===== config.mk =====
export PLATFORM = sky130hd
export DESIGN_NAME = tap_changer_contactor_sequencer
export DESIGN_NICKNAME = d
export VERILOG_FILES = /design/src/design/tcs_pkg.sv /design/src/design/tcs_ram.sv /design/src/design/tcs_level_calc.sv /design/src/design/tcs_seq_step.sv /design/src/design/tap_changer_contactor_sequencer.sv
export SDC_FILE = /design/constraint.sdc
export NUM_CORES = 1
export LEC_CHECK = 0
export ABC_AREA = 1
export BUFFER_PORTS_ARGS = -buffer_cell sky130_fd_sc_hd__buf_2
export CORE_MARGIN = 2
export CORE_UTILIZATION = 56
export DETAILED_ROUTE_END_ITERATION = 10
export GPL_TIMING_DRIVEN = 0
export PLACE_DENSITY = 0.73
export SETUP_SLACK_MARGIN = 0.3
export SLEW_MARGIN = 20
export SYNTH_ARGS = -nofsm -noshare
export SYNTH_HDL_FRONTEND = slang
export SYNTH_SLANG_ARGS = --single-unit

===== constraint.sdc =====
create_clock -name clk -period 9.9 [get_ports clk]
set_input_delay 0.495 -clock clk [delete_from_list [all_inputs] [get_ports clk]]
set_output_delay 0.495 -clock clk [all_outputs]
set_load 0.02 [all_outputs]

===== src/design/tcs_pkg.sv =====
// Shared types, codes, reset values and the step table of the tap changer sequencer.
// No dependencies.
package tcs_pkg;

    localparam int MAX_LEVEL_DFLT  = 4;
    localparam int NUM_PHASES_DFLT = 3;

    localparam int ST_W    = 5;
    localparam int LVL_W   = 4;
    localparam int RELAY_N = 9;
    localparam int RLY_W   = 4;
    localparam int WAIT_W  = 16;
    localparam int VOLT_W  = 13;
    localparam int STEP_W  = 10;
    localparam int CIDX_W  = 3;

    // configuration register indexes
    localparam logic [CIDX_W-1:0] CFG_SMALL_WAIT = 3'd0;
    localparam logic [CIDX_W-1:0] CFG_BIG_WAIT   = 3'd1;
    localparam logic [CIDX_W-1:0] CFG_BAND_LOW   = 3'd2;
    localparam logic [CIDX_W-1:0] CFG_BAND_HIGH  = 3'd3;
    localparam logic [CIDX_W-1:0] CFG_CUTOFF     = 3'd4;
    localparam logic [CIDX_W-1:0] CFG_STEP       = 3'd5;

    localparam logic [WAIT_W-1:0] SMALL_WAIT_RST = 16'd100;
    localparam logic [WAIT_W-1:0] BIG_WAIT_RST   = 16'd5000;
    localparam logic [VOLT_W-1:0] BAND_LOW_RST   = 13'd2200;
    localparam logic [VOLT_W-1:0] BAND_HIGH_RST  = 13'd2400;
    localparam logic [VOLT_W-1:0] CUTOFF_RST     = 13'd1605;
    localparam logic [STEP_W-1:0] STEP_RST       = 10'd100;

    localparam logic REQ_UPDATE = 1'b0;
    localparam logic REQ_TICK   = 1'b1;

    // sequencer state codes
    localparam logic [ST_W-1:0] S_IDLE  = 5'd0;
    localparam logic [ST_W-1:0] S_EN1   = 5'd1;
    localparam logic [ST_W-1:0] S_EN2   = 5'd2;
    localparam logic [ST_W-1:0] S_EN3   = 5'd3;
    localparam logic [ST_W-1:0] S_EN4   = 5'd4;
    localparam logic [ST_W-1:0] S_EN5   = 5'd5;
    localparam logic [ST_W-1:0] S_EN6   = 5'd6;
    localparam logic [ST_W-1:0] S_DIS1  = 5'd7;
    localparam logic [ST_W-1:0] S_DIS2  = 5'd8;
    localparam logic [ST_W-1:0] S_DIS3  = 5'd9;
    localparam logic [ST_W-1:0] S_DIS4  = 5'd10;
    localparam logic [ST_W-1:0] S_L4A   = 5'd11;
    localparam logic [ST_W-1:0] S_L4B   = 5'd12;
    localparam logic [ST_W-1:0] S_L3A   = 5'd13;
    localparam logic [ST_W-1:0] S_L3B   = 5'd14;
    localparam logic [ST_W-1:0] S_L2A   = 5'd15;
    localparam logic [ST_W-1:0] S_L2B   = 5'd16;
    localparam logic [ST_W-1:0] S_L1A   = 5'd17;
    localparam logic [ST_W-1:0] S_L1B   = 5'd18;
    localparam logic [ST_W-1:0] S_POL   = 5'd19;
    localparam logic [ST_W-1:0] S_EX1   = 5'd20;
    localparam logic [ST_W-1:0] S_EX2   = 5'd21;
    localparam logic [ST_W-1:0] S_EX3   = 5'd22;
    localparam logic [ST_W-1:0] S_EX4   = 5'd23;
    localparam logic [ST_W-1:0] S_EX5   = 5'd24;
    localparam logic [ST_W-1:0] S_EX6   = 5'd25;
    localparam logic [ST_W-1:0] S_END   = 5'd26;
    localparam logic [ST_W-1:0] S_COUNT = 5'd27;

    // step kinds
    localparam logic [1:0] K_RELAY   = 2'd0;
    localparam logic [1:0] K_BIG     = 2'd1;
    localparam logic [1:0] K_IDLE    = 2'd2;
    localparam logic [1:0] K_SPECIAL = 2'd3;

    // timer actions
    localparam logic [1:0] TMR_KEEP  = 2'd0;
    localparam logic [1:0] TMR_SMALL = 2'd1;
    localparam logic [1:0] TMR_BIG   = 2'd2;

    // relay numbers
    localparam logic [RLY_W-1:0] RLY_NONE = 4'd0;
    localparam logic [RLY_W-1:0] RLY_1    = 4'd1;
    localparam logic [RLY_W-1:0] RLY_2    = 4'd2;
    localparam logic [RLY_W-1:0] RLY_3    = 4'd3;
    localparam logic [RLY_W-1:0] RLY_5    = 4'd5;
    localparam logic [RLY_W-1:0] RLY_6    = 4'd6;
    localparam logic [RLY_W-1:0] RLY_7    = 4'd7;
    localparam logic [RLY_W-1:0] RLY_8    = 4'd8;
    localparam logic [RLY_W-1:0] RLY_9    = 4'd9;

    typedef struct packed {
        logic [1:0]      kind;
        logic [RLY_W-1:0] relay;
        logic            on;
        logic [ST_W-1:0] next;
    } step_t;

    typedef struct packed {
        logic [ST_W-1:0]         state;
        logic signed [LVL_W-1:0] level;
        logic [RELAY_N-1:0]      relays;
    } ent_t;

    typedef struct packed {
        logic                    change;
        logic signed [LVL_W-1:0] level;
    } lvl_calc_t;

    typedef struct packed {
        logic [ST_W-1:0]         state;
        logic signed [LVL_W-1:0] level;
        logic                    cmd;
        logic [RLY_W-1:0]        relay;
        logic                    on;
        logic [1:0]              tmr;
    } seq_out_t;

    function automatic step_t step_lookup(input logic [ST_W-1:0] st);
        step_t s;
        s = '{kind: K_SPECIAL, relay: RLY_NONE, on: 1'b0, next: S_IDLE};
        case (st)
            S_EN1:   s = '{kind: K_RELAY, relay: RLY_3, on: 1'b1, next: S_EN2};
            S_EN2:   s = '{kind: K_RELAY, relay: RLY_1, on: 1'b0, next: S_EN3};
            S_EN3:   s = '{kind: K_RELAY, relay: RLY_2, on: 1'b0, next: S_EN4};
            S_EN4:   s = '{kind: K_BIG,   relay: RLY_NONE, on: 1'b0, next: S_EN5};
            S_EN5:   s = '{kind: K_RELAY, relay: RLY_3, on: 1'b0, next: S_EN6};
            S_DIS1:  s = '{kind: K_RELAY, relay: RLY_6, on: 1'b0, next: S_DIS2};
            S_DIS2:  s = '{kind: K_RELAY, relay: RLY_7, on: 1'b0, next: S_DIS3};
            S_DIS3:  s = '{kind: K_RELAY, relay: RLY_8, on: 1'b0, next: S_DIS4};
            S_DIS4:  s = '{kind: K_IDLE,  relay: RLY_NONE, on: 1'b0, next: S_IDLE};
            S_L4A:   s = '{kind: K_RELAY, relay: RLY_7, on: 1'b1, next: S_L4B};
            S_L4B:   s = '{kind: K_RELAY, relay: RLY_8, on: 1'b1, next: S_POL};
            S_L3A:   s = '{kind: K_RELAY, relay: RLY_7, on: 1'b1, next: S_L3B};
            S_L3B:   s = '{kind: K_RELAY, relay: RLY_8, on: 1'b1, next: S_POL};
            S_L2A:   s = '{kind: K_RELAY, relay: RLY_7, on: 1'b1, next: S_L2B};
            S_L2B:   s = '{kind: K_RELAY, relay: RLY_8, on: 1'b1, next: S_POL};
            S_L1A:   s = '{kind: K_RELAY, relay: RLY_7, on: 1'b0, next: S_L1B};
            S_L1B:   s = '{kind: K_RELAY, relay: RLY_8, on: 1'b0, next: S_POL};
            S_EX1:   s = '{kind: K_RELAY, relay: RLY_2, on: 1'b1, next: S_EX2};
            S_EX2:   s = '{kind: K_RELAY, relay: RLY_3, on: 1'b1, next: S_EX3};
            S_EX3:   s = '{kind: K_RELAY, relay: RLY_1, on: 1'b1, next: S_EX4};
            S_EX4:   s = '{kind: K_RELAY, relay: RLY_2, on: 1'b0, next: S_EX5};
            S_EX5:   s = '{kind: K_BIG,   relay: RLY_NONE, on: 1'b0, next: S_EX6};
            S_EX6:   s = '{kind: K_RELAY, relay: RLY_3, on: 1'b0, next: S_END};
            S_END:   s = '{kind: K_IDLE,  relay: RLY_NONE, on: 1'b0, next: S_IDLE};
            default: s = '{kind: K_SPECIAL, relay: RLY_NONE, on: 1'b0, next: S_IDLE};
        endcase
        return s;
    endfunction

endpackage


===== src/design/tcs_ram.sv =====
// Generic single-write, single-read RAM with registered read data.
// No dependencies.
module tcs_ram #(
    parameter int WIDTH = 8,
    parameter int DEPTH = 4
) (
    input  logic                                   clk,
    input  logic                                   wr_en,
    input  logic [((DEPTH > 1) ? $clog2(DEPTH) : 1)-1:0] wr_addr,
    input  logic [WIDTH-1:0]                       wr_data,
    input  logic                                   rd_en,
    input  logic [((DEPTH > 1) ? $clog2(DEPTH) : 1)-1:0] rd_addr,
    output logic [WIDTH-1:0]                       rd_data
);

    logic [WIDTH-1:0] mem_reg [DEPTH];
    logic [WIDTH-1:0] rd_data_reg;

    always_ff @(posedge clk)
    begin
        if (wr_en)
        begin
            mem_reg[wr_addr] <= wr_data;
        end
        if (rd_en)
        begin
            rd_data_reg <= mem_reg[rd_addr];
        end
    end

    assign rd_data = rd_data_reg;

endmodule


===== src/design/tcs_level_calc.sv =====
// Tap level choice for an idle phase: cutoff test, band test and clamped step count.
// Depends on tcs_pkg.
module tcs_level_calc #(
    parameter int MAX_LEVEL = tcs_pkg::MAX_LEVEL_DFLT
) (
    input  logic signed [tcs_pkg::LVL_W-1:0]  cur_level,
    input  logic [tcs_pkg::VOLT_W-1:0]        voltage,
    input  logic [tcs_pkg::VOLT_W-1:0]        band_low,
    input  logic [tcs_pkg::VOLT_W-1:0]        band_high,
    input  logic [tcs_pkg::VOLT_W-1:0]        cutoff,
    input  logic [tcs_pkg::STEP_W-1:0]        step,
    output tcs_pkg::lvl_calc_t                result
);

    // quotient only matters up to the span of the clamp window
    localparam int QMAX = 2 * MAX_LEVEL;
    localparam int QW   = $clog2(QMAX + 2);
    localparam int THW  = tcs_pkg::STEP_W + 4;
    localparam int SW   = 6;
    localparam int PW   = 15;

    logic [tcs_pkg::STEP_W-1:0]  step_eff;
    logic signed [PW-1:0]        lvl_prod;
    logic signed [15:0]          vin;
    logic                        low_cut;
    logic                        below;
    logic                        above;
    logic [tcs_pkg::VOLT_W-1:0]  delta;
    logic [QMAX-1:0]             ge;
    logic [QW-1:0]               quot;
    logic [QW-1:0]               n_steps;
    logic signed [SW-1:0]        sum;
    logic signed [SW-1:0]        lim_hi;
    logic signed [SW-1:0]        lim_lo;
    logic signed [tcs_pkg::LVL_W-1:0] clamped;

    always_comb
    begin
        step_eff = (step == '0) ? tcs_pkg::STEP_W'(1) : step;
        lvl_prod = $signed({{(PW-tcs_pkg::LVL_W){cur_level[tcs_pkg::LVL_W-1]}}, cur_level})
                 * $signed({{(PW-tcs_pkg::STEP_W){1'b0}}, step_eff});
        vin      = $signed({3'b000, voltage}) + 16'(lvl_prod);
        low_cut  = vin < $signed({3'b000, cutoff});
        below    = voltage < band_low;
        above    = voltage > band_high;
        delta    = below ? (band_low - voltage) : (voltage - band_high);

        // thermometer of delta >= k*step, counted to a saturated quotient
        for (int k = 1; k <= QMAX; k++)
        begin
            ge[k-1] = {1'b0, delta} >= (THW'(k) * THW'(step_eff));
        end
        quot    = QW'($countones(ge));
        n_steps = quot + QW'(1);

        lim_hi = SW'(MAX_LEVEL);
        lim_lo = -lim_hi;
        if (below)
        begin
            sum = SW'(cur_level) - $signed({{(SW-QW){1'b0}}, n_steps});
        end
        else
        begin
            sum = SW'(cur_level) + $signed({{(SW-QW){1'b0}}, n_steps});
        end
        if (sum > lim_hi)
        begin
            clamped = tcs_pkg::LVL_W'(lim_hi);
        end
        else if (sum < lim_lo)
        begin
            clamped = tcs_pkg::LVL_W'(lim_lo);
        end
        else
        begin
            clamped = tcs_pkg::LVL_W'(sum);
        end

        result.change = low_cut || below || above;
        result.level  = low_cut ? '0 : clamped;
    end

endmodule


===== src/design/tcs_seq_step.sv =====
// One step of a phase's relay sequencer: next state, relay command and timer action.
// Depends on tcs_pkg.
module tcs_seq_step (
    input  logic [tcs_pkg::ST_W-1:0]          state,
    input  logic signed [tcs_pkg::LVL_W-1:0]  level,
    input  logic                              timer_zero,
    input  logic                              good,
    input  tcs_pkg::lvl_calc_t                calc,
    output tcs_pkg::seq_out_t                 result
);

    tcs_pkg::step_t            st_info;
    logic [tcs_pkg::LVL_W-1:0] mag;

    always_comb
    begin
        st_info = tcs_pkg::step_lookup(state);
        mag     = level[tcs_pkg::LVL_W-1] ? (-level) : level;

        result.state = state;
        result.level = level;
        result.cmd   = 1'b0;
        result.relay = tcs_pkg::RLY_NONE;
        result.on    = 1'b0;
        result.tmr   = tcs_pkg::TMR_KEEP;

        if (state >= tcs_pkg::S_COUNT)
        begin
            result.state = tcs_pkg::S_IDLE;
        end
        else if (state == tcs_pkg::S_IDLE)
        begin
            if (good && calc.change && (calc.level != level))
            begin
                result.level = calc.level;
                result.cmd   = 1'b1;
                result.relay = tcs_pkg::RLY_2;
                result.on    = 1'b1;
                result.state = tcs_pkg::S_EN1;
            end
        end
        else if (timer_zero)
        begin
            if (state == tcs_pkg::S_EN6)
            begin
                // stage decision by level magnitude
                result.cmd   = 1'b1;
                result.relay = tcs_pkg::RLY_6;
                case (mag)
                    4'd0:
                    begin
                        result.relay = tcs_pkg::RLY_5;
                        result.state = tcs_pkg::S_DIS1;
                    end
                    4'd4:
                    begin
                        result.on    = 1'b1;
                        result.state = tcs_pkg::S_L4A;
                    end
                    4'd3:
                    begin
                        result.on    = 1'b1;
                        result.state = tcs_pkg::S_L3A;
                    end
                    4'd2:    result.state = tcs_pkg::S_L2A;
                    4'd1:    result.state = tcs_pkg::S_L1A;
                    default:
                    begin
                        result.cmd   = 1'b0;
                        result.relay = tcs_pkg::RLY_NONE;
                        result.state = tcs_pkg::S_POL;
                    end
                endcase
            end
            else if (state == tcs_pkg::S_POL)
            begin
                result.cmd   = 1'b1;
                result.relay = tcs_pkg::RLY_9;
                result.on    = (level > 0);
                result.state = tcs_pkg::S_EX1;
            end
            else
            begin
                case (st_info.kind)
                    tcs_pkg::K_RELAY:
                    begin
                        result.cmd   = 1'b1;
                        result.relay = st_info.relay;
                        result.on    = st_info.on;
                        result.state = st_info.next;
                    end
                    tcs_pkg::K_BIG:
                    begin
                        result.tmr   = tcs_pkg::TMR_BIG;
                        result.state = st_info.next;
                    end
                    default: result.state = tcs_pkg::S_IDLE;
                endcase
            end
        end

        if (result.cmd)
        begin
            result.tmr = tcs_pkg::TMR_SMALL;
        end
    end

endmodule


===== src/design/tap_changer_contactor_sequencer.sv =====
// Three-phase tap changer contactor sequencer, top level.
// One read-modify-write of the phase memory per item; its result goes to the output register.
// Throughput: one item per cycle, unless a result waits on a full output register.
// Reset (rst_n low, async): clear pipeline, timers, valid bits; load register defaults.
// Phase memory needs no clearing pass: an entry never written reads as idle/level 0/off.
// Depends on tcs_pkg, tcs_ram, tcs_level_calc, tcs_seq_step.
module tap_changer_contactor_sequencer #(
    parameter int MAX_LEVEL  = tcs_pkg::MAX_LEVEL_DFLT,
    parameter int NUM_PHASES = tcs_pkg::NUM_PHASES_DFLT
) (
    input  logic                               clk,
    input  logic                               rst_n,
    // request channel
    input  logic                               in_valid,
    output logic                               in_ready,
    input  logic                               req_type,
    input  logic [1:0]                         phase_sel,
    input  logic [tcs_pkg::VOLT_W-1:0]         voltage_dv,
    input  logic                               measure_good,
    // result channel
    output logic                               out_valid,
    input  logic                               out_ready,
    output logic [1:0]                         out_phase,
    output logic                               relay_valid,
    output logic [tcs_pkg::RLY_W-1:0]          relay_number,
    output logic                               relay_on,
    output logic [tcs_pkg::RELAY_N-1:0]        relay_mask,
    output logic                               busy_res,
    output logic signed [tcs_pkg::LVL_W-1:0]   tap_level,
    // configuration write channel
    input  logic                               cfg_valid,
    output logic                               cfg_ready,
    input  logic [tcs_pkg::CIDX_W-1:0]         cfg_index,
    input  logic [tcs_pkg::WAIT_W-1:0]         cfg_data
);

    localparam int AW    = (NUM_PHASES > 1) ? $clog2(NUM_PHASES) : 1;
    localparam int ENT_W = $bits(tcs_pkg::ent_t);

    // ---------------------------------------------------------------
    // Configuration registers, always ready. User must write only while idle; not enforced.
    // ---------------------------------------------------------------
    logic [tcs_pkg::WAIT_W-1:0] small_wait_reg;
    logic [tcs_pkg::WAIT_W-1:0] big_wait_reg;
    logic [tcs_pkg::VOLT_W-1:0] band_low_reg;
    logic [tcs_pkg::VOLT_W-1:0] band_high_reg;
    logic [tcs_pkg::VOLT_W-1:0] cutoff_reg;
    logic [tcs_pkg::STEP_W-1:0] step_reg;

    assign cfg_ready = 1'b1;

    always_ff @(posedge clk or negedge rst_n)
    begin
        if (!rst_n)
        begin
            small_wait_reg <= tcs_pkg::SMALL_WAIT_RST;
            big_wait_reg   <= tcs_pkg::BIG_WAIT_RST;
            band_low_reg   <= tcs_pkg::BAND_LOW_RST;
            band_high_reg  <= tcs_pkg::BAND_HIGH_RST;
            cutoff_reg     <= tcs_pkg::CUTOFF_RST;
            step_reg       <= tcs_pkg::STEP_RST;
        end
        else if (cfg_valid)
        begin
            case (cfg_index)
                tcs_pkg::CFG_SMALL_WAIT: small_wait_reg <= cfg_data;
                tcs_pkg::CFG_BIG_WAIT:   big_wait_reg   <= cfg_data;
                tcs_pkg::CFG_BAND_LOW:   band_low_reg   <= cfg_data[tcs_pkg::VOLT_W-1:0];
                tcs_pkg::CFG_BAND_HIGH:  band_high_reg  <= cfg_data[tcs_pkg::VOLT_W-1:0];
                tcs_pkg::CFG_CUTOFF:     cutoff_reg     <= cfg_data[tcs_pkg::VOLT_W-1:0];
                tcs_pkg::CFG_STEP:       step_reg       <= cfg_data[tcs_pkg::STEP_W-1:0];
                default: ;
            endcase
        end
    end

    // ---------------------------------------------------------------
    // Accept stage: each accepted in-range request issues the read of its phase entry.
    // ---------------------------------------------------------------
    logic                in_fire;
    logic                in_range;
    logic [AW-1:0]       rd_addr;

    // Stage 1: the entry is back from memory; compute and write back.
    logic                s1_valid_reg;
    logic                s1_type_reg;
    logic [1:0]          s1_phase_reg;
    logic                s1_inr_reg;
    logic [tcs_pkg::VOLT_W-1:0] s1_volt_reg;
    logic                s1_good_reg;
    logic                rd_vld_reg;
    logic                fwd_hit_reg;
    tcs_pkg::ent_t       fwd_data_reg;
    logic                s1_fire;
    logic                s1_result;
    logic [AW-1:0]       s1_addr;

    logic                wr_en;
    tcs_pkg::ent_t       wr_ent;
    logic [ENT_W-1:0]    ram_rd_data;
    tcs_pkg::ent_t       cur_ent;

    logic [NUM_PHASES-1:0]      ent_valid_reg;
    logic [NUM_PHASES-1:0]      ent_valid_next;
    logic [tcs_pkg::WAIT_W-1:0] timer_reg  [NUM_PHASES];
    logic [tcs_pkg::WAIT_W-1:0] timer_next [NUM_PHASES];
    logic                       timer_zero;

    tcs_pkg::lvl_calc_t         calc;
    tcs_pkg::seq_out_t          seq;
    logic [tcs_pkg::RELAY_N-1:0] new_mask;

    // Output register
    logic                       out_valid_reg;
    logic [1:0]                 out_phase_reg;
    logic                       relay_valid_reg;
    logic [tcs_pkg::RLY_W-1:0]  relay_number_reg;
    logic                       relay_on_reg;
    logic [tcs_pkg::RELAY_N-1:0] relay_mask_reg;
    logic                       busy_res_reg;
    logic signed [tcs_pkg::LVL_W-1:0] tap_level_reg;
    logic                       out_free;

    assign in_range = ({1'b0, phase_sel} < 3'(NUM_PHASES));
    assign rd_addr  = phase_sel[AW-1:0];
    assign out_free = !out_valid_reg || out_ready;

    // Stage 1 moves on unless it holds a result and the output register is full.
    assign s1_result = s1_valid_reg && (s1_type_reg == tcs_pkg::REQ_UPDATE) && s1_inr_reg;
    assign s1_fire   = s1_valid_reg && (!s1_result || out_free);
    assign in_ready  = !s1_valid_reg || s1_fire;
    assign in_fire   = in_valid && in_ready;
    assign s1_addr   = s1_phase_reg[AW-1:0];

    assign wr_en  = s1_fire && s1_result;
    assign wr_ent = '{state: seq.state, level: seq.level, relays: new_mask};

    tcs_ram #(
        .WIDTH (ENT_W),
        .DEPTH (NUM_PHASES)
    ) u_phase_ram (
        .clk     (clk),
        .wr_en   (wr_en),
        .wr_addr (s1_addr),
        .wr_data (wr_ent),
        .rd_en   (in_fire && in_range),
        .rd_addr (rd_addr),
        .rd_data (ram_rd_data)
    );

    always_ff @(posedge clk or negedge rst_n)
    begin
        if (!rst_n)
        begin
            s1_valid_reg <= 1'b0;
        end
        else if (in_ready)
        begin
            s1_valid_reg <= in_valid;
        end
    end

    // Capture the item and, when the previous item writes the same phase at this
    // very edge, take its write data instead of the stale memory read.
    always_ff @(posedge clk)
    begin
        if (in_fire)
        begin
            s1_type_reg  <= req_type;
            s1_phase_reg <= phase_sel;
            s1_inr_reg   <= in_range;
            s1_volt_reg  <= voltage_dv;
            s1_good_reg  <= measure_good;
            rd_vld_reg   <= in_range ? ent_valid_reg[rd_addr] : 1'b0;
            fwd_hit_reg  <= wr_en && in_range && (s1_addr == rd_addr);
            fwd_data_reg <= wr_ent;
        end
    end

    always_comb
    begin
        if (fwd_hit_reg)
        begin
            cur_ent = fwd_data_reg;
        end
        else if (rd_vld_reg)
        begin
            cur_ent = tcs_pkg::ent_t'(ram_rd_data);
        end
        else
        begin
            cur_ent = '0;
        end
    end

    assign timer_zero = (timer_reg[s1_addr] == '0);

    tcs_level_calc #(
        .MAX_LEVEL (MAX_LEVEL)
    ) u_level_calc (
        .cur_level (cur_ent.level),
        .voltage   (s1_volt_reg),
        .band_low  (band_low_reg),
        .band_high (band_high_reg),
        .cutoff    (cutoff_reg),
        .step      (step_reg),
        .result    (calc)
    );

    tcs_seq_step u_seq_step (
        .state      (cur_ent.state),
        .level      (cur_ent.level),
        .timer_zero (timer_zero),
        .good       (s1_good_reg),
        .calc       (calc),
        .result     (seq)
    );

    // Drive the commanded relay bit; leave the others.
    always_comb
    begin
        for (int i = 0; i < tcs_pkg::RELAY_N; i++)
        begin
            if (seq.cmd && (seq.relay == tcs_pkg::RLY_W'(i + 1)))
            begin
                new_mask[i] = seq.on;
            end
            else
            begin
                new_mask[i] = cur_ent.relays[i];
            end
        end
    end

    // Timers: a tick counts every running timer down; an update may restart its own.
    always_comb
    begin
        ent_valid_next = ent_valid_reg;
        for (int p = 0; p < NUM_PHASES; p++)
        begin
            timer_next[p] = timer_reg[p];
        end
        if (s1_fire && s1_valid_reg && (s1_type_reg == tcs_pkg::REQ_TICK))
        begin
            for (int p = 0; p < NUM_PHASES; p++)
            begin
                if (timer_reg[p] != '0)
                begin
                    timer_next[p] = timer_reg[p] - tcs_pkg::WAIT_W'(1);
                end
            end
        end
        else if (wr_en)
        begin
            ent_valid_next[s1_addr] = 1'b1;
            case (seq.tmr)
                tcs_pkg::TMR_SMALL: timer_next[s1_addr] = small_wait_reg;
                tcs_pkg::TMR_BIG:   timer_next[s1_addr] = big_wait_reg;
                default: ;
            endcase
        end
    end

    always_ff @(posedge clk or negedge rst_n)
    begin
        if (!rst_n)
        begin
            ent_valid_reg <= '0;
            for (int p = 0; p < NUM_PHASES; p++)
            begin
                timer_reg[p] <= '0;
            end
        end
        else
        begin
            ent_valid_reg <= ent_valid_next;
            for (int p = 0; p < NUM_PHASES; p++)
            begin
                timer_reg[p] <= timer_next[p];
            end
        end
    end

    // ---------------------------------------------------------------
    // Output register: hold the result until taken.
    // ---------------------------------------------------------------
    always_ff @(posedge clk or negedge rst_n)
    begin
        if (!rst_n)
        begin
            out_valid_reg <= 1'b0;
        end
        else if (wr_en)
        begin
            out_valid_reg <= 1'b1;
        end
        else if (out_ready)
        begin
            out_valid_reg <= 1'b0;
        end
    end

    always_ff @(posedge clk)
    begin
        if (wr_en)
        begin
            out_phase_reg    <= s1_phase_reg;
            relay_valid_reg  <= seq.cmd;
            relay_number_reg <= seq.cmd ? seq.relay : tcs_pkg::RLY_NONE;
            relay_on_reg     <= seq.cmd && seq.on;
            relay_mask_reg   <= new_mask;
            busy_res_reg     <= (seq.state != tcs_pkg::S_IDLE);
            tap_level_reg    <= seq.level;
        end
    end

    assign out_valid    = out_valid_reg;
    assign out_phase    = out_phase_reg;
    assign relay_valid  = relay_valid_reg;
    assign relay_number = relay_number_reg;
    assign relay_on     = relay_on_reg;
    assign relay_mask   = relay_mask_reg;
    assign busy_res     = busy_res_reg;
    assign tap_level    = tap_level_reg;

endmodule


---- Word-level counts from Yosys, hierarchy flattened ----
Memory sizes are Yosys's and may differ from the RTL's. A register that Yosys moved wholly into a read port is not among the register bits.
Cells that the tools add are included.
operators by class
  add/sub/neg operators ................... 17
  multipliers ............................. 5
  magnitude comparators ................... 21
  eq/ne operators ......................... 28
  mux-type cells .......................... 62
  bitwise operators ....................... 4
  reduce and logical (&&, ||, !) cells .... 59
operator list
  kind                                                 count
  bitwise mux 48 bit                                   2
  two-way mux 16 bit                                   6
  two-way mux 48 bit                                   2
  one-hot mux 48 bit (2 select lines)                  1
  greater-or-equal comparator 13 bit                   4
  nonzero test 16 bit                                  3
  subtractor 16 x 1 -> 16 bit (second input constant)  3
  two-way mux 18 bit                                   2
  binary-select mux 16 bit (select 2 bit)              1
  demux 16 bit (select 2 bit)                          1
  two-way mux 5 bit                                    6
  two-way mux 6 bit                                    5
  greater-or-equal comparator 13 x 12 -> 1 bit         2
  multiplier 3 x 10 -> 13 bit (first input constant)   2
  subtractor 13 bit                                    2
  one-hot mux 5 bit (5 select lines)                   1
  logical AND 1 bit                                    24
  multiplier 2 x 10 -> 12 bit (first input constant)   2
  == test 4 x 3 -> 1 bit (second input constant)       5
  two-way mux 4 bit                                    5
  two-way mux 1 bit                                    17
  adder 14 x 15 -> 16 bit                              1
  == test 4 x 2 -> 1 bit (second input constant)       4
  logical NOT 16 bit                                   1
  60 further kinds                                     94
word-level totals
  bits in registers ....................... 194
  memory bits (writable) .................. 54
  ROM bits ................................ 384
  input bits .............................. 41
  output and inout port bits .............. 25
  logic and storage cells ................. 227
  memories kept ........................... 2
memory list
  memory               words  width  rd ports  clocked after memory_dff  write ports  RTL line        RTL
  (no name shown)      32     12     1         0                         0            tcs_pkg.sv:117  case (st)
  u_phase_ram.mem_reg  3      18     1         1                         1            tcs_ram.sv:16   logic [WIDTH-1:0] mem_reg [DEPTH];

---- Depth between registers and ports, before layout ----
  depth after elaboration ................. 24
  mapped depth ............................ 59

---- Modules after synthesis ----
A second synthesis with hierarchy kept.
second synthesis, totals
  cells, all modules ...................... 2691
  area total of the unflattened synthesis .. 20831.2 µm²
by module, submodules not included
  module                           times used  cells each  area each (µm²)
  tap_changer_contactor_sequencer  1           1107        9193.8
  tcs_level_calc                   1           1157        7702.4
  tcs_ram                          1           211         2844.0
  tcs_seq_step                     1           216         1091.0

---- Least setup slack after synthesis ----
OpenSTA, ideal clock, no wires.
  path type ............................... register to register
  from .................................... register step_reg[2] (netlist bit)
  to ...................................... register fwd_data_reg[0] (netlist bit) (data pin)
  library setup time ...................... 270 ps
  data arrival time ....................... 8434 ps
  slack ................................... 1196 ps
  cell stages (with the launch flop) ...... 58
  buffers on the path ..................... 0
  cell sequence ........................... dfstp_2 -> inv_1 -> ha_1 -> nand2_1 -> nor2_1 -> nand2_1 -> clkinv_1 -> nor2_1 -> inv_1 -> fa_1 -> inv_1 -> fa_1 -> nand3_1 -> nand2_1 -> a21oi_1 -> o21ai_0 -> a21oi_1 -> o21ai_0 -> [... 22 more ...] -> nand3_1 -> nand2_1 -> nand2_1 -> inv_1 -> nand4_1 -> nand2_1 -> nand2_1 -> nand3_1 -> nor2_1 -> nand2_1 -> nand2_1 -> nand3_1 -> nand2_1 -> nand2_1 -> nand3_2 -> nand3_1 -> nand2_1 -> nand2_1
between the ends
  word-level cells in the longest chain between the ends .. 22
ends and longest elaborated chain
  item                                                                                                       RTL line                                    RTL
  start: declaration                                                                                         tap_changer_contactor_sequencer.sv:48       logic [tcs_pkg::STEP_W-1:0] step_reg;
  start signal: assignment                                                                                   tap_changer_contactor_sequencer.sv:61       step_reg <= tcs_pkg::STEP_RST;
  start signal: assignment                                                                                   tap_changer_contactor_sequencer.sv:71       tcs_pkg::CFG_STEP: step_reg <= cfg_data[tcs_pkg::STEP_W-1:0];
  logical NOT 10 bit                                                                                         tcs_level_calc.sv:39                        step_eff = (step == '0) ? tcs_pkg::STEP_W'(1) : step;
  two-way mux 10 bit *                                                                                       tcs_level_calc.sv:39
  multiplier 2 x 10 -> 12 bit / multiplier 3 x 10 -> 13 bit (equally long branches)                          tcs_level_calc.sv:51                        ge[k-1] = {1'b0, delta} >= (THW'(k) * THW'(step_eff));
  greater-or-equal comparator 13 x 12 -> 1 bit / greater-or-equal comparator 13 bit (equally long branches)  tcs_level_calc.sv:51
  adder 1 x 1 -> 2 bit (not written as such)                                                                 tcs_level_calc.sv:53                        quot = QW'($countones(ge));
  adder 4 bit (not written as such) (2 in a row)                                                             tcs_level_calc.sv:53
  adder 4 x 1 -> 4 bit                                                                                       tcs_level_calc.sv:54                        n_steps = quot + QW'(1);
  adder 4 x 5 -> 6 bit / subtractor 4 x 5 -> 6 bit (equally long branches)                                   tcs_level_calc.sv:64, tcs_level_calc.sv:60
  [... 6 more ...]                                                                                           n/a
  logical AND 1 bit *                                                                                        tcs_seq_step.sv:33                          if (good && calc.change && (calc.level != level))
  two-way mux 15 bit *                                                                                       tcs_seq_step.sv:33
  two-way mux 6 bit *                                                                                        tcs_seq_step.sv:31                          else if (state == tcs_pkg::S_IDLE)
  two-way mux 12 bit *                                                                                       tcs_seq_step.sv:27                          if (state >= tcs_pkg::S_COUNT)
  == test 4 x 1 -> 1 bit                                                                                     tap_changer_contactor_sequencer.sv:224      if (seq.cmd && (seq.relay == tcs_pkg::RLY_W'(i + 1)))
  logical AND 1 bit                                                                                          tap_changer_contactor_sequencer.sv:224
  two-way mux 1 bit *                                                                                        tap_changer_contactor_sequencer.sv:224
  named net new_mask, one bit                                                                                tap_changer_contactor_sequencer.sv:111      logic [tcs_pkg::RELAY_N-1:0] new_mask;
  end signal: assignment                                                                                     tap_changer_contactor_sequencer.sv:176      fwd_data_reg <= wr_ent;
  end: declaration                                                                                           tap_changer_contactor_sequencer.sv:93       tcs_pkg::ent_t fwd_data_reg;
Mark *: on every way through the listed nets, which the timed path passes. The rest lies on a longest branch.
A chain may end at the register's enable or synchronous reset.

---- Worst setup path in the final report ----
  from .................................... register step_reg[2] (netlist bit)
  to ...................................... register timer_reg[38] (netlist bit)
between the ends
  word-level cells in the longest chain between the ends .. 24
ends and longest elaborated chain
  item                                                                                                       RTL line                                    RTL
  logical NOT 10 bit                                                                                         tcs_level_calc.sv:39
  two-way mux 10 bit *                                                                                       tcs_level_calc.sv:39
  multiplier 2 x 10 -> 12 bit / multiplier 3 x 10 -> 13 bit (equally long branches)                          tcs_level_calc.sv:51
  greater-or-equal comparator 13 x 12 -> 1 bit / greater-or-equal comparator 13 bit (equally long branches)  tcs_level_calc.sv:51
  adder 1 x 1 -> 2 bit (not written as such)                                                                 tcs_level_calc.sv:53
  adder 4 bit (not written as such) (2 in a row)                                                             tcs_level_calc.sv:53
  adder 4 x 1 -> 4 bit                                                                                       tcs_level_calc.sv:54
  adder 4 x 5 -> 6 bit / subtractor 4 x 5 -> 6 bit (equally long branches)                                   tcs_level_calc.sv:64, tcs_level_calc.sv:60
  [... 7 more ...]                                                                                           n/a
  two-way mux 15 bit *                                                                                       tcs_seq_step.sv:33
  two-way mux 6 bit *                                                                                        tcs_seq_step.sv:31
  two-way mux 12 bit *                                                                                       tcs_seq_step.sv:27
  two-way mux 2 bit *                                                                                        tcs_seq_step.sv:102                         if (result.cmd)
  == test 2 bit / == test 2 x 1 -> 1 bit (equally long branches)                                             tap_changer_contactor_sequencer.sv:256      case (seq.tmr)
  one-hot mux 48 bit (2 select lines)                                                                        tap_changer_contactor_sequencer.sv:256
  two-way mux 48 bit                                                                                         tap_changer_contactor_sequencer.sv:253      else if (wr_en)
  two-way mux 48 bit                                                                                         tap_changer_contactor_sequencer.sv:243      if (s1_fire && s1_valid_reg && (s1_type_reg == tcs_pkg::REQ_TICK))
  end signal: indexed assignment                                                                             tap_changer_contactor_sequencer.sv:279      timer_reg[p] <= timer_next[p];
  end: declaration                                                                                           tap_changer_contactor_sequencer.sv:105      logic [tcs_pkg::WAIT_W-1:0] timer_reg [NUM_PHASES];
Mark *: on every way between the ends. The rest lies on a longest branch, timed or not. The select of a mux whose other input is x is not followed.

==> metrics <==
die height=between 150 and 200 um; CP arrival=9700 ps; share of layout cells above drive strength 1=between 10% and 20%; Layout Skew=approximately 25 ps; Crit-path slowest cell=dfstp_2; Setup TNS Final=0 ps; initial core utilization=56.9%; vias in the first global route=16,400; sequential share of the synthesized area=37.3%; Post-DRT Antenna Nets=0; fin cells=3,015; Final Core Density=64.8%; Seq. cell area=7350 sq um; max reg flops=54; predominant post-synthesis flop cell=edfxtp_1; power share of the clock group=around an eighth; status=completed; Avg Vias per Cell=5.72; internal cell power=4110 uW; min cycle time layout=9240 ps; clk buf depth=3; CP Capture Type=flip-flop; Reg power frac=19.7%; Gate power share=67.2%; area grow syn2layout=13.8%; CTS tree=done; worst hold path class=input pin to flip-flop; syn nets=between 2,000 and 3,000; H-tree level count=1; worst hold slack=about 110 ps; Simple-Gate Fraction of Synth Area=20.3%; Worst setup SP type=flip-flop; kind of critical path=flip-flop to flip-flop; Slew Limit Fails=0; Power Density=approximately 360 nW/um^2; cts bufs inserted=28; cell count after synthesis=2,396; adder-cell share of the synthesized area=18.1%; drt pass-1 iters=6; WP data required=10,360 ps; worst-path fanout max=10; GP Congestion=between 0.9 and 1; Netlist cell types=63; multi-input logic area=~11,000 sq um; largest cells by area after synthesis=edfxtp_1, dfrtp_1, ha_1; Worst Tran Pin Value=894 ps; post-synthesis mux area share=less than 1%; count of final setup violators=0; CTS sink cnt=266; DP Wirelength=39.4 mm; via count=around 17,000; PortBufs=between 60 and 70; Overflow after GRT=0; FF+latch count, synth=around 270; Rows=68; Rel. slew slack=about two fifths; main combinational cell family by area after synthesis=simple AND/OR/NAND/NOR gates; Clk pin slew, worst setup/hold paths=60 ps; LEAKAGE=between 0.01 and 0.015 uW; synthesized area=19,700 sq um; DR iter-0 viols=1,586; Sw Ratio=48.6%; global-route wire length before repair=85.0 mm; number of placed cells counting well taps=2,920; complex-gate fraction of the synthesized area=roughly an eighth; wire length per cell=17.7 um; drt total wl=53.2 mm; Fin. Hold Viols=0; antenna violations before repair=0; Worst VDD drop=0.404 mV; Avg Inst Size Synth=between 8 and 9 sq um; gr usage total=approximately 30%; area share of the largest cell type after synthesis=20.1%; f_max=108 MHz; unrepaired setup endpoints after global routing=false; period utilization=93.4%; Net Switching=3890 uW; clk_lat worst skew=~570 ps; Ant. Diodes=0; area of the core=34,600 sq um; largest net degree at the start of global routing=99; slowest stage delay, CP=620 ps; cell taking the most area after synthesis=edfxtp_1; max-capacitance violation count=0; Ys Warns=0; root buffer cell=clkbuf_16; fin nets=approximately 2,800; # IOs=66; Post-synth ARST share=around 50%; # DRC=0; Die X=192 um; DIE AREA=36,700 sq um; Setup WS post-layout=around 660 ps; post-placement setup slack=-630 ps; FILL cells=2,847; XOR/XNOR Fraction of Synth Area=3.16%; Post-synth EDFFs=132
## layer usage
layer  wire, um  global-route usage, %
met5          0                      0
met4       1270                   7.60
met3       3800                   3.52
met2      24600                   47.2
met1      23600                   41.8
## area by class of cell
cell class	count	area share, %
sequential	266	32.8
inverter	333	5.72
buffer	57	1.29
tap	455	2.54
clock inverter	11	0.502
multi-input combinational	1740	50.0
timing repair inverter	1	0.0279
clock buffer	41	3.71
timing repair buffer	111	3.42
## per-stage QoR
step / power [uW] / cell area, sq um
floorplan: 5160 / 19700
detailed placement: 6250 / 20700
finish: 8000 / 22400
global route: 8780 / 22400
CTS: 7410 / 21800
global placement: 6030 / 20600
## placed cells by master, fill, tap and decap left out, types with 9 or more instances in the layout
cell / synthesis / layout
nor2_1: 178 / 162
fa_1: 46 / 44
dfstp_2: 24 / 24
o21bai_1: 13 / 10
nand3_1: 118 / 112
xor2_1: 47 / 47
dfrtp_1: 110 / 106
nand2_2: 10 / 19
nor2_4: 3 / 14
inv_2: 12 / 19
o21ai_0: 203 / 187
or2_0: 10 / 10
xnor2_1: 24 / 24
nand4_1: 22 / 22
buf_2: 8 / 71
a21oi_1: 146 / 138
clkbuf_16: 0 / 31
a21oi_2: 2 / 9
nand3_2: 5 / 9
ha_1: 211 / 201
nor2_2: 6 / 11
clkbuf_1: 36 / 41
inv_1: 313 / 299
o22ai_1: 18 / 18
buf_4: 7 / 44
nor3_1: 23 / 21
or2_2: 12 / 12
o211ai_1: 11 / 11
nand2_1: 533 / 521
o21ai_1: 14 / 25
edfxtp_1: 132 / 132
## critical path, delay by kind of cell (launching register included)
family                     cells  cell delay (ps)
buffers and inverters          9             1090
adders and majority gates      9             3170
AOI/OAI and AO/OA              7             1320
xor gates and xnor gates       3              560
and+or+nand+nor               20             2360
DFF                            1              620
## worst paths after layout
| path | startpoint | endpoint | slack (ps) | cells past startpoint |
|---|---|---|---|---|
| worst max-delay path | step_reg[2] | timer_reg[38] | 660 | 48 |
| worst min-delay path | req_type | s1_type_reg | 110 | 1 |
| worst max register to register | step_reg[2] | timer_reg[38] | 660 | 48 |
| worst min register to register | ent_valid_reg[1] | ent_valid_reg[1] | 470 | 1 |
| max in group asynchronous | rst_n | step_reg[7] | 8730 | 3 |
| min in group asynchronous | rst_n | timer_reg[11] | 400 | 2 |
## power groups by stage
| stage | registers, uW | logic (uW) | clock network [uW] |
|---|---|---|---|
| 2_1_floorplan | 1540 | 3620 | 0 |
| 3_3_place_gp | 1580 | 4440 | 0 |
| 3_5_place_dp | 1590 | 4660 | 0 |
| 4_1_cts | 1570 | 4780 | 1060 |
| 5_1_grt | 1600 | 6080 | 1100 |
| 6_report | 1580 | 5380 | 1050 |
## synthesized netlist by cell type, types with 6 or more instances
library cell and number:
buf_4 7, nand3_1 118, or2_0 10, xnor2_1 24, o22ai_1 18, o211ai_1 11, inv_1 313, or2_2 12
nor2_2 6, clkbuf_1 36, dfrtp_1 110, ha_1 211, inv_2 12, o21ai_1 14, nor3_1 23, a21o_1 7
dfstp_2 24, buf_2 8, a211oi_1 6, nand2_1 533, xor2_1 47, edfxtp_1 132, a21oi_1 146, a22oi_1 8
a31oi_1 8, nand2_2 10, nor2_1 178, o21bai_1 13, clkinv_1 7, fa_1 46, o21ai_0 203, nand4_1 22
## repair_timing
item | 4_1_cts | 5_1_grt
gates cloned | 0 | 2
hold buffers | 1 | 0
endpoints found under the hold margin | 36 | 0
buffers inserted | 8 | 32
pin swaps | 4 | 40
setup endpoints to repair | 120 | 120
gates resized for setup | 31 | 95
## cells by family after synthesis
kind of cell	after synthesis
multiplexers	1
flip-flops	266
buffers and inverters	390
AO/OA/AOI/OAI	471
adder cells (fa/ha/maj)	257
other	1
XOR/XNOR	71
AND/OR/NAND/NOR	939
Power figures use the tool's default switching activity.
